File: config.mk
export PLATFORM = sky130hd
export DESIGN_NAME = dual_fnv1a_symbol_hasher
export DESIGN_NICKNAME = d
export VERILOG_FILES = /design/src/rtl/core/dfh_pkg.sv /design/src/rtl/core/dfh_fnv_step.sv /design/src/rtl/core/dfh_emit.sv /design/src/rtl/core/dual_fnv1a_symbol_hasher.sv
export VERILOG_INCLUDE_DIRS = /design/src /design/src/rtl/core
export SDC_FILE = /design/constraint.sdc
export NUM_CORES = 1
export LEC_CHECK = 0
export BUFFER_PORTS_ARGS = -buffer_cell sky130_fd_sc_hd__buf_4
export CORE_MARGIN = 3
export CORE_UTILIZATION = 58
export DETAILED_ROUTE_END_ITERATION = 10
export MAX_ROUTING_LAYER = met4
export PLACE_DENSITY_LB_ADDON = 0.15
export SYNTH_ARGS = -nofsm -noshare
export SYNTH_HDL_FRONTEND = slang
export SYNTH_SLANG_ARGS = --single-unit
File: constraint.sdc
create_clock -name clk -period 6.3 [get_ports clk]
set_input_delay 0.315 -clock clk [delete_from_list [all_inputs] [get_ports clk]]
set_output_delay 0.315 -clock clk [all_outputs]
set_load 0.02 [all_outputs]
File: src/rtl/core/assert_macros.svh
// Assertion macros shared by the hasher RTL.
// Needs a clk and an active-low rst_n in the scope of each use.
`ifndef ASSERT_MACROS_SVH
`define ASSERT_MACROS_SVH

// Checked only outside reset
`define DFH_ASSERT(lbl, prop, msg) \
  lbl: assert property (@(posedge clk) disable iff (!rst_n) prop) else $error(msg);

// Checked at every edge, reset included
`define DFH_ASSERT_ALWAYS(lbl, prop, msg) \
  lbl: assert property (@(posedge clk) prop) else $error(msg);

`endif

File: src/rtl/core/dfh_pkg.sv
// Package for the dual-lane FNV-1a hasher: transaction types, actions, constants.
// No dependencies.
package dfh_pkg;

  // Lane and byte geometry
  localparam int LaneBits    = 64;
  localparam int WordBits    = 64;
  localparam int WordBytes   = 8;     // bytes absorbed per word action, 1..8
  localparam int ByteCntW    = $clog2(WordBytes + 1);
  localparam int DigestChars = 32;
  localparam int CharIdxW    = $clog2(DigestChars);

  // FNV-64 prime 0x100000001b3 = 2^40 + 0x1b3
  localparam int               PrimeShift = 40;
  localparam logic [8:0]       PrimeLow   = 9'h1b3;

  // Lane seeds
  localparam logic [63:0] HighSeed = 64'd14695981039346656037;
  localparam logic [63:0] LowSeed  = 64'd7809847782465536322;

  // Actions
  localparam logic [1:0] ActRestart = 2'd0;
  localparam logic [1:0] ActByte    = 2'd1;
  localparam logic [1:0] ActWord    = 2'd2;
  localparam logic [1:0] ActEmit    = 2'd3;

  // Lowercase hex ASCII
  localparam logic [6:0] HexDigits [16] = '{
    7'h30, 7'h31, 7'h32, 7'h33, 7'h34, 7'h35, 7'h36, 7'h37,
    7'h38, 7'h39, 7'h61, 7'h62, 7'h63, 7'h64, 7'h65, 7'h66
  };

  typedef struct packed {
    logic [1:0]  action;
    logic [7:0]  byte_value;
    logic [63:0] word_value;
  } in_item_t;

  typedef struct packed {
    logic [6:0] hex_char;
    logic       last_char;
  } out_item_t;

  // Sequencer to output stage: one digest nibble
  typedef struct packed {
    logic       vld;
    logic [3:0] nibble;
    logic       last;
  } emit_req_t;

endpackage

File: src/rtl/core/dfh_fnv_step.sv
// Shared FNV-1a round: xor one byte into a lane, multiply by the 64-bit prime.
// Depends on dfh_pkg.
module dfh_fnv_step
  import dfh_pkg::*;
(
  input  logic [LaneBits-1:0] lane_in,
  input  logic [7:0]          byte_in,
  output logic [LaneBits-1:0] lane_out
);

  logic [LaneBits-1:0] mixed;
  logic [LaneBits-1:0] prod_low;

  // prime = 2^40 + 0x1b3, so the product is a shift plus a narrow multiply
  assign mixed    = lane_in ^ {{(LaneBits-8){1'b0}}, byte_in};
  assign prod_low = mixed * {{(LaneBits-9){1'b0}}, PrimeLow};
  assign lane_out = (mixed << PrimeShift) + prod_low;

endmodule

File: src/rtl/core/dfh_emit.sv
// Output register: turns a digest nibble into an ASCII hex character.
// Depends on dfh_pkg.
module dfh_emit
  import dfh_pkg::*;
(
  input  logic      clk,
  input  logic      rst_n,
  input  emit_req_t req,
  output logic      take,
  output logic      out_valid,
  input  logic      out_stall,
  output out_item_t out_data
);

  logic      out_valid_r;
  out_item_t out_data_r;

  // register is free when empty or being drained this cycle
  assign take = !out_valid_r || !out_stall;

  always_ff @(posedge clk) begin
    if (!rst_n) begin
      out_valid_r <= 1'b0;
    end else if (take) begin
      out_valid_r <= req.vld;
    end
  end

  always_ff @(posedge clk) begin
    if (take && req.vld) begin
      out_data_r.hex_char  <= HexDigits[req.nibble];
      out_data_r.last_char <= req.last;
    end
  end

  assign out_valid = out_valid_r;
  assign out_data  = out_data_r;

endmodule

File: src/rtl/core/dual_fnv1a_symbol_hasher.sv
// Dual-lane FNV-1a hasher top level: sequencer, lane registers, shared round unit.
// Depends on dfh_pkg, dfh_fnv_step, dfh_emit and assert_macros.svh.
//
//   channel | direction | handshake          | payload
//   in_     | input     | in_valid/in_stall   | in_item_t (action, byte, word)
//   out_    | output    | out_valid/out_stall | out_item_t (hex char, last)
//
// One round unit serves both lanes: each byte goes through it for the high lane, then the low lane.
// Restart loads both lane seeds; byte and word actions absorb their bytes one after another.
// Emit sends one character per cycle into the output register, unless out_stall holds it,
// DigestChars characters in all; in_stall is high until the last one is issued.
// Synchronous reset loads both lane seeds and empties the output register.
`include "assert_macros.svh"
module dual_fnv1a_symbol_hasher
  import dfh_pkg::*;
(
  input  logic      clk,
  input  logic      rst_n,
  input  logic      in_valid,
  output logic      in_stall,
  input  in_item_t  in_data,
  output logic      out_valid,
  input  logic      out_stall,
  output out_item_t out_data
);

  localparam logic [1:0] StIdle   = 2'd0;
  localparam logic [1:0] StAbsorb = 2'd1;
  localparam logic [1:0] StEmit   = 2'd2;

  logic [1:0]          state_r,    state_nxt;
  logic [LaneBits-1:0] hi_r,       hi_nxt;
  logic [LaneBits-1:0] lo_r,       lo_nxt;
  logic                lane_sel_r, lane_sel_nxt;
  logic [WordBits-1:0] data_r,     data_nxt;
  logic [ByteCntW-1:0] byte_idx_r, byte_idx_nxt;
  logic [ByteCntW-1:0] nbytes_r,   nbytes_nxt;
  logic [CharIdxW-1:0] char_idx_r, char_idx_nxt;

  logic                in_acc;
  logic [LaneBits-1:0] cur_lane;
  logic [LaneBits-1:0] step_out;
  logic [LaneBits-1:0] emit_lane;
  logic                char_last;
  emit_req_t           req;
  logic                take;
  logic                hex_ok;

  assign in_stall = (state_r != StIdle);
  assign in_acc   = in_valid && !in_stall;

  // Shared round unit, lane chosen by the sequencer
  assign cur_lane = lane_sel_r ? lo_r : hi_r;

  dfh_fnv_step u_step (
    .lane_in  (cur_lane),
    .byte_in  (data_r[7:0]),
    .lane_out (step_out)
  );

  // Digest nibble pick: high lane first, most significant nibble first
  assign emit_lane  = char_idx_r[CharIdxW-1] ? lo_r : hi_r;
  assign char_last  = (char_idx_r == CharIdxW'(DigestChars - 1));
  assign req.vld    = (state_r == StEmit);
  assign req.nibble = emit_lane[{~char_idx_r[3:0], 2'b00} +: 4];
  assign req.last   = char_last;

  dfh_emit u_emit (
    .clk       (clk),
    .rst_n     (rst_n),
    .req       (req),
    .take      (take),
    .out_valid (out_valid),
    .out_stall (out_stall),
    .out_data  (out_data)
  );

  // Sequencer
  always_comb begin
    state_nxt    = state_r;
    hi_nxt       = hi_r;
    lo_nxt       = lo_r;
    lane_sel_nxt = lane_sel_r;
    data_nxt     = data_r;
    byte_idx_nxt = byte_idx_r;
    nbytes_nxt   = nbytes_r;
    char_idx_nxt = char_idx_r;
    unique case (state_r)
      StIdle: begin
        if (in_acc) begin
          unique case (in_data.action)
            ActRestart: begin
              hi_nxt = HighSeed;
              lo_nxt = LowSeed;
            end
            ActByte: begin
              data_nxt     = {{(WordBits-8){1'b0}}, in_data.byte_value};
              nbytes_nxt   = ByteCntW'(1);
              byte_idx_nxt = '0;
              lane_sel_nxt = 1'b0;
              state_nxt    = StAbsorb;
            end
            ActWord: begin
              // all eight bytes are absorbed, least significant byte first
              data_nxt     = in_data.word_value;
              nbytes_nxt   = ByteCntW'(WordBytes);
              byte_idx_nxt = '0;
              lane_sel_nxt = 1'b0;
              state_nxt    = StAbsorb;
            end
            ActEmit: begin
              char_idx_nxt = '0;
              state_nxt    = StEmit;
            end
            default: ;
          endcase
        end
      end
      StAbsorb: begin
        if (!lane_sel_r) begin
          hi_nxt       = step_out;
          lane_sel_nxt = 1'b1;
        end else begin
          lo_nxt       = step_out;
          lane_sel_nxt = 1'b0;
          data_nxt     = data_r >> 8;
          byte_idx_nxt = byte_idx_r + ByteCntW'(1);
          if (byte_idx_r == nbytes_r - ByteCntW'(1)) begin
            state_nxt = StIdle;
          end
        end
      end
      StEmit: begin
        if (take) begin
          char_idx_nxt = char_idx_r + CharIdxW'(1);
          if (char_last) begin
            state_nxt = StIdle;
          end
        end
      end
      default: begin
        state_nxt = StIdle;
      end
    endcase
  end

  // Control and lane state
  always_ff @(posedge clk) begin
    if (!rst_n) begin
      state_r    <= StIdle;
      hi_r       <= HighSeed;
      lo_r       <= LowSeed;
      lane_sel_r <= 1'b0;
      byte_idx_r <= '0;
      nbytes_r   <= '0;
      char_idx_r <= '0;
    end else begin
      state_r    <= state_nxt;
      hi_r       <= hi_nxt;
      lo_r       <= lo_nxt;
      lane_sel_r <= lane_sel_nxt;
      byte_idx_r <= byte_idx_nxt;
      nbytes_r   <= nbytes_nxt;
      char_idx_r <= char_idx_nxt;
    end
  end

  // Byte shift register, payload only
  always_ff @(posedge clk) begin
    data_r <= data_nxt;
  end

  // Checks
  assign hex_ok = (out_data.hex_char >= 7'd48 && out_data.hex_char <= 7'd57) ||
                  (out_data.hex_char >= 7'd97 && out_data.hex_char <= 7'd102);

  `DFH_ASSERT(a_hex_range, out_valid |-> hex_ok, "digest character is not lowercase hex")
  `DFH_ASSERT(a_emit_keeps_lanes, (state_r == StEmit) |=> $stable({hi_r, lo_r}), "lanes moved")
  `DFH_ASSERT(a_byte_idx_bound, (state_r == StAbsorb) |-> (byte_idx_r < nbytes_r), "byte overrun")
  `DFH_ASSERT_ALWAYS(a_reset_idle, !rst_n |=> (state_r == StIdle && !out_valid), "reset not idle")

endmodule
==> impl_metrics.toml, run 1 <==
[synthesis]
synthFlopType = "dfxtp_1"
syn_nets = 2826
ys_seq_area_share_pct = 22.9
ys_types = 71
ys_ff_latch = 214
syn_area_sq_um = 21800
synthArstFlopShare_pct = 0
syn_inst = 2334
synth_area_leaders = "fa_1 19%, dfxtp_1 13%, ha_1 12%"
synth-edff-count = 71
avgSynthCellArea_sq_um = 9.35
yosysTopAreaCellShare_pct = 19.3
synth_warnings = 0
synth_top_cell_by_area = "fa_1"

[layout]
antenna_cells = 0
final_nets = 2916
layout_common_cells = "384 x inv_1, 270 x nand2_1, 210 x fa_1"
instances_no_fill = 2945
fin_util_pct = 66.1
final_common_cell = "inv_1"
fin_area_sq_um = 24400
drive_gt1_share_pct = 14.7
syn_to_final_growth_pct = 11.8

[timing]
maxSlewViolCount = 0
fin_crit_sh_pct = 96.9
skew_ps = 11.8
setup_slack_ps = 193
setup_viol = 0
finalCriticalPeriod_ps = 6110
maxClockFrequency_ghz = 0.164
slew_headroom_pct = 22.0
worstMarginPinSlew_ps = 1170
rsz0062_at_grt = "yes"
finalHoldViolCount = 0

[drt]
ant_nets = 0
wl_per_cell_microns = 20.8
wl_microns = 61400
dr.pass1.iters = 5
drc = 0
num_vias = 17000
viasPerCell = 5.78
drt_iter0_markers = 1227

[floorplan]
die-height_microns = 200
die_w_microns = 200
die-area_sq_um = 40000
initial_utilization_pct = 59.2
rows = 70
design.portCount = 88
core_sq_um = 36900

[placed_design]
port_buffers = 86
routabilityCongestion = 0.985
hpwlAfterDp_microns = 48700
postPlaceCellArea_sq_um = 23300
place_ws_ps = -29.3
place_inst = 2891

[worst_setup_path]
crit_path_start_kind = "register"
critical_path.endpoint_type = "register"
critPathRequiredTime_ps = 6700
regToRegSetupSlack_ps = 190
critical_path.max_fanout = 19
arrival_ps = 6510
r2r_start = "lane_sel_r"
timing.rr.end = "lo_r[50]"
critPathLaunch = "lane_sel_r"
critical_path_class = "register to register"
reg2reg_depth = 21

[clocking]
h-tree-depth = 1
clockBufferDepth = 3
clk_latency_ps = 530
root_buffer = "clkbuf_16"
numCtsBuffers = 23
cts_tree = "yes"
clkSinkCount = 214
clkTransAtPathRegs_ps = 60

[min_path]
hp-class = "primary input to register"
min_from = "in_data[11]"
hold_end = "data_r[11]"
worstHoldPathCells = 3

[global_route]
grt_pass1_vias = 17100
grt_pass1_wl_microns = 94100
grt.overflow.total = 0
antenna_found_initial = 0
grt_usage_pct = 31.3
grt_start_max_net_pins = 95

[run_status]
status = "finished clean"

[run]
cap_violations = 0
critical path, stage by stage, from the launching register on:
cell	delay [ps]
dfxtp_4	440
buf_16	210
buf_12	190
mux2_2	460
ha_1	310
inv_1	90
fa_1	510
inv_1	70
fa_1	470
fa_1	490
ha_1	300
ha_1	360
a21oi_1	220
o21ai_1	150
o21ai_0	260
a21oi_2	140
a31o_2	270
a31oi_4	210
nand2_1	150
a21oi_2	240
nor3_1	100
o31a_1	310
Yosys cell counts, types with 29 or more instances:
cell type / number
a21o_1: 38
a21oi_1: 85
clkbuf_1: 83
dfxtp_1: 143
edfxtp_1: 71
fa_1: 210
ha_1: 204
inv_1: 385
mux2_2: 41
mux2i_1: 39
mux4_2: 40
nand2_1: 270
nand3_1: 76
nor2_1: 68
nor2b_1: 29
o21ai_0: 79
xnor2_1: 78
xor2_1: 56
final cells by class:
| type | instances | area [sq um] |
|---|---|---|
| inverters | 385 | 1450 |
| fillers | 3018 | 12500 |
| repair buffers | 179 | 1420 |
| well taps | 504 | 631 |
| clock buffers | 30 | 619 |
| clock inverters | 12 | 153 |
| multi-input cells | 1621 | 15100 |
| flip-flops and latches | 214 | 5000 |
how the worst max path moves through the flow:
stage	cells after the start	slack (ps)	end
finish	21	190	lo_r[50]
global route	23	-30	lo_r[53]
CTS	23	1	lo_r[60]
detailed placement	22	-30	lo_r[63]
global placement	23	20	lo_r[59]
floorplan	27	-3	lo_r[60]
metal layers:
metal | part of all wire (%) | global-route usage, % | up-vias
met2 | 46 | 48.7 | 601
met5 | 0 | - | -
li1 | - | - | 7977
met3 | 7.6 | 6.21 | 114
met4 | 3.6 | 9.56 | 0
met1 | 43 | 41.8 | 8332
state kept, by name, indices dropped and copies added (netlist names), 2 cells and up:
| signal | cells |
|---|---|
| byte_idx_r | 4 |
| char_idx_r | 5 |
| data_r | 64 |
| hi_r | 64 |
| lo_r | 64 |
| nbytes_r | 2 |
| state_r | 2 |
| u_emit.out_data | 7 |
stage by stage:
step,hold slack [ps],setup TNS (ps)
after floorplan,438,-3.01
after global placement,466,0
after detailed placement,473,-36.8
after CTS,71.0,0
after global routing,81.7,-49.7
final,86.8,0
what timing repair did:
item / 4_1_cts / 5_1_grt
cloned: 0 / 1
resized for setup: 4 / 41
endpoints found under the setup margin: 12 / 46
hold buffers: 0 / 0
pin swaps: 0 / 7
buffers inserted: 0 / 11
logic make-up (layout without fill, tap and decap cells):
| logic type | after synthesis | after routing | share of synthesized area, % |
|---|---|---|---|
| buf+inv | 499 | 606 | 8.71 |
| flops | 214 | 214 | 22.9 |
| mux | 120 | 120 | 8.04 |
| fa+ha+maj | 414 | 414 | 31.0 |
| simple gates | 549 | 549 | 11.4 |
| xor+xnor | 135 | 135 | 5.51 |
| other cells | 1 | 1 | 0.0172 |
| compound gates | 402 | 402 | 12.4 |
Power of run 1 is not shown: default switching activity piles up to over one toggle a cycle in this logic, so the estimate is an artifact.
==> run 2: changes to the inputs <==
==> constraint.sdc (replaced) <==
create_clock -name clk -period 6.3 [get_ports clk]
set_input_delay 1.26 -clock clk [delete_from_list [all_inputs] [get_ports clk]]
set_output_delay 1.26 -clock clk [all_outputs]
set_load 0.02 [all_outputs]
==> impl_metrics.toml, run 2 (same netlist as run 1, synthesis figures left out) <==
[run_status]
status = "finished clean"

[floorplan]
core_sq_um = 36900
design.portCount = 88
initial_utilization_pct = 59.2
rows = 70
die-area_sq_um = 40000
die-height_microns = 200
die_w_microns = 200

[layout]
drive_gt1_share_pct = 14.0
layout_common_cells = "384 x inv_1, 270 x nand2_1, 210 x fa_1"
antenna_cells = 0
top_regs = "data_r: 64 flops, hi_r: 64 flops, lo_r: 64 flops"
final_common_cell = "inv_1"
instances_no_fill = 2940
fin_area_sq_um = 24300
syn_to_final_growth_pct = 11.2
final_nets = 2910

[placed_design]
routabilityCongestion = 0.978
port_buffers = 86
hpwlAfterDp_microns = 48500
place_inst = 2895
postPlaceCellArea_sq_um = 23300
place_ws_ps = 63.5

[worst_setup_path]
critPathRequiredTime_ps = 6710
arrival_ps = 6520
critical_path.endpoint_type = "register"
regToRegSetupSlack_ps = 190
critical_path.max_fanout = 24
crit_path_start_kind = "register"
critical_path_class = "register to register"

[drt]
wl_microns = 60600
viasPerCell = 5.74
wl_per_cell_microns = 20.6
ant_nets = 0
num_vias = 16900
drt_iter0_markers = 1185
drc = 0
dr.pass1.iters = 6

[run]
cap_violations = 0

[timing]
tns_ps = 0
worstMarginPinSlew_ps = 1200
setup_slack_ps = 193
skew_ps = 11.9
fin_crit_sh_pct = 96.9
finalCriticalPeriod_ps = 6110
setup_viol = 0
maxSlewViolCount = 0
maxClockFrequency_ghz = 0.164
finalHoldViolCount = 0
slew_headroom_pct = 19.7

[clocking]
clk_latency_ps = 530
post_cts_buffers = 0
holdBufCountCts = 0
h-tree-depth = 1
clkSinkCount = 214
cts_tree = "yes"
clockBufferDepth = 3
root_buffer = "clkbuf_16"
clkTransAtPathRegs_ps = 60
numCtsBuffers = 24

[global_route]
antenna_found_initial = 0
grt_pass1_vias = 17400
grt_usage_pct = 31.6
grt.overflow.total = 0
grt_start_max_net_pins = 95
grt_pass1_wl_microns = 95800

[min_path]
hp-class = "register to register"
-- run 2: cell types whose count changed in the layout (fill, tap and decap cells not counted), sizes merged --
cell,change
clkbuf,+5
bufinv,-1
clkinvlp,+1
buf,-7
clkinv,-3
-- run 2: area by class of cell --
type                       count  area [sq um]
clock buffer                  35           686
sequential                   214          5000
fill                        3043         12600
tap                          504           631
timing repair buffer         172          1340
clock inverter                 9           115
multi-input combinational   1621         15000
inverter                     385          1450
-- run 2: layer usage --
layer  share of wire, %  vias up  track usage, %
li1                   -     7961               -
met4                3.1        0            8.99
met1                 45     8308            43.7
met2                 47      516            50.0
met3                5.7       99            3.22
met5                  0        -               -
-- run 2: per-stage QoR --
| step | util, % | hold slack, ps |
|---|---|---|
| global placement | 63.3 | 462 |
| floorplan | - | 438 |
| detailed placement | 63.3 | 471 |
| CTS | 65.4 | 482 |
| global route | 65.8 | 506 |
| finish | 65.8 | 484 |
-- run 2: critical path: stages, from the launching register on --
cell	delay, ps
dfxtp_4	440
buf_16	230
buf_4	280
mux2_2	420
ha_1	340
inv_1	90
fa_1	480
inv_1	50
fa_1	530
fa_1	510
inv_1	60
fa_1	480
inv_1	50
ha_1	430
nand2_1	210
nor3_1	370
nand3_1	120
nand2_1	130
a31oi_2	70
o31ai_1	350
xnor2_1	140
a22o_1	190
-- run 2: path summary, 6_finish.rpt --
path              cells after the start       end        from
setup / recovery                     21  lo_r[63]  lane_sel_r
hold reg to reg                       2  hi_r[14]    hi_r[14]
hold / removal                        2  hi_r[14]    hi_r[14]
setup reg to reg                     21  lo_r[63]  lane_sel_r
-- run 2: repair_timing --
item,CTS,global route
gates resized for setup,0,23
endpoints found under the setup margin,0,38
endpoints found under the hold margin,0,0
Power of run 2 is left out for the same reason.
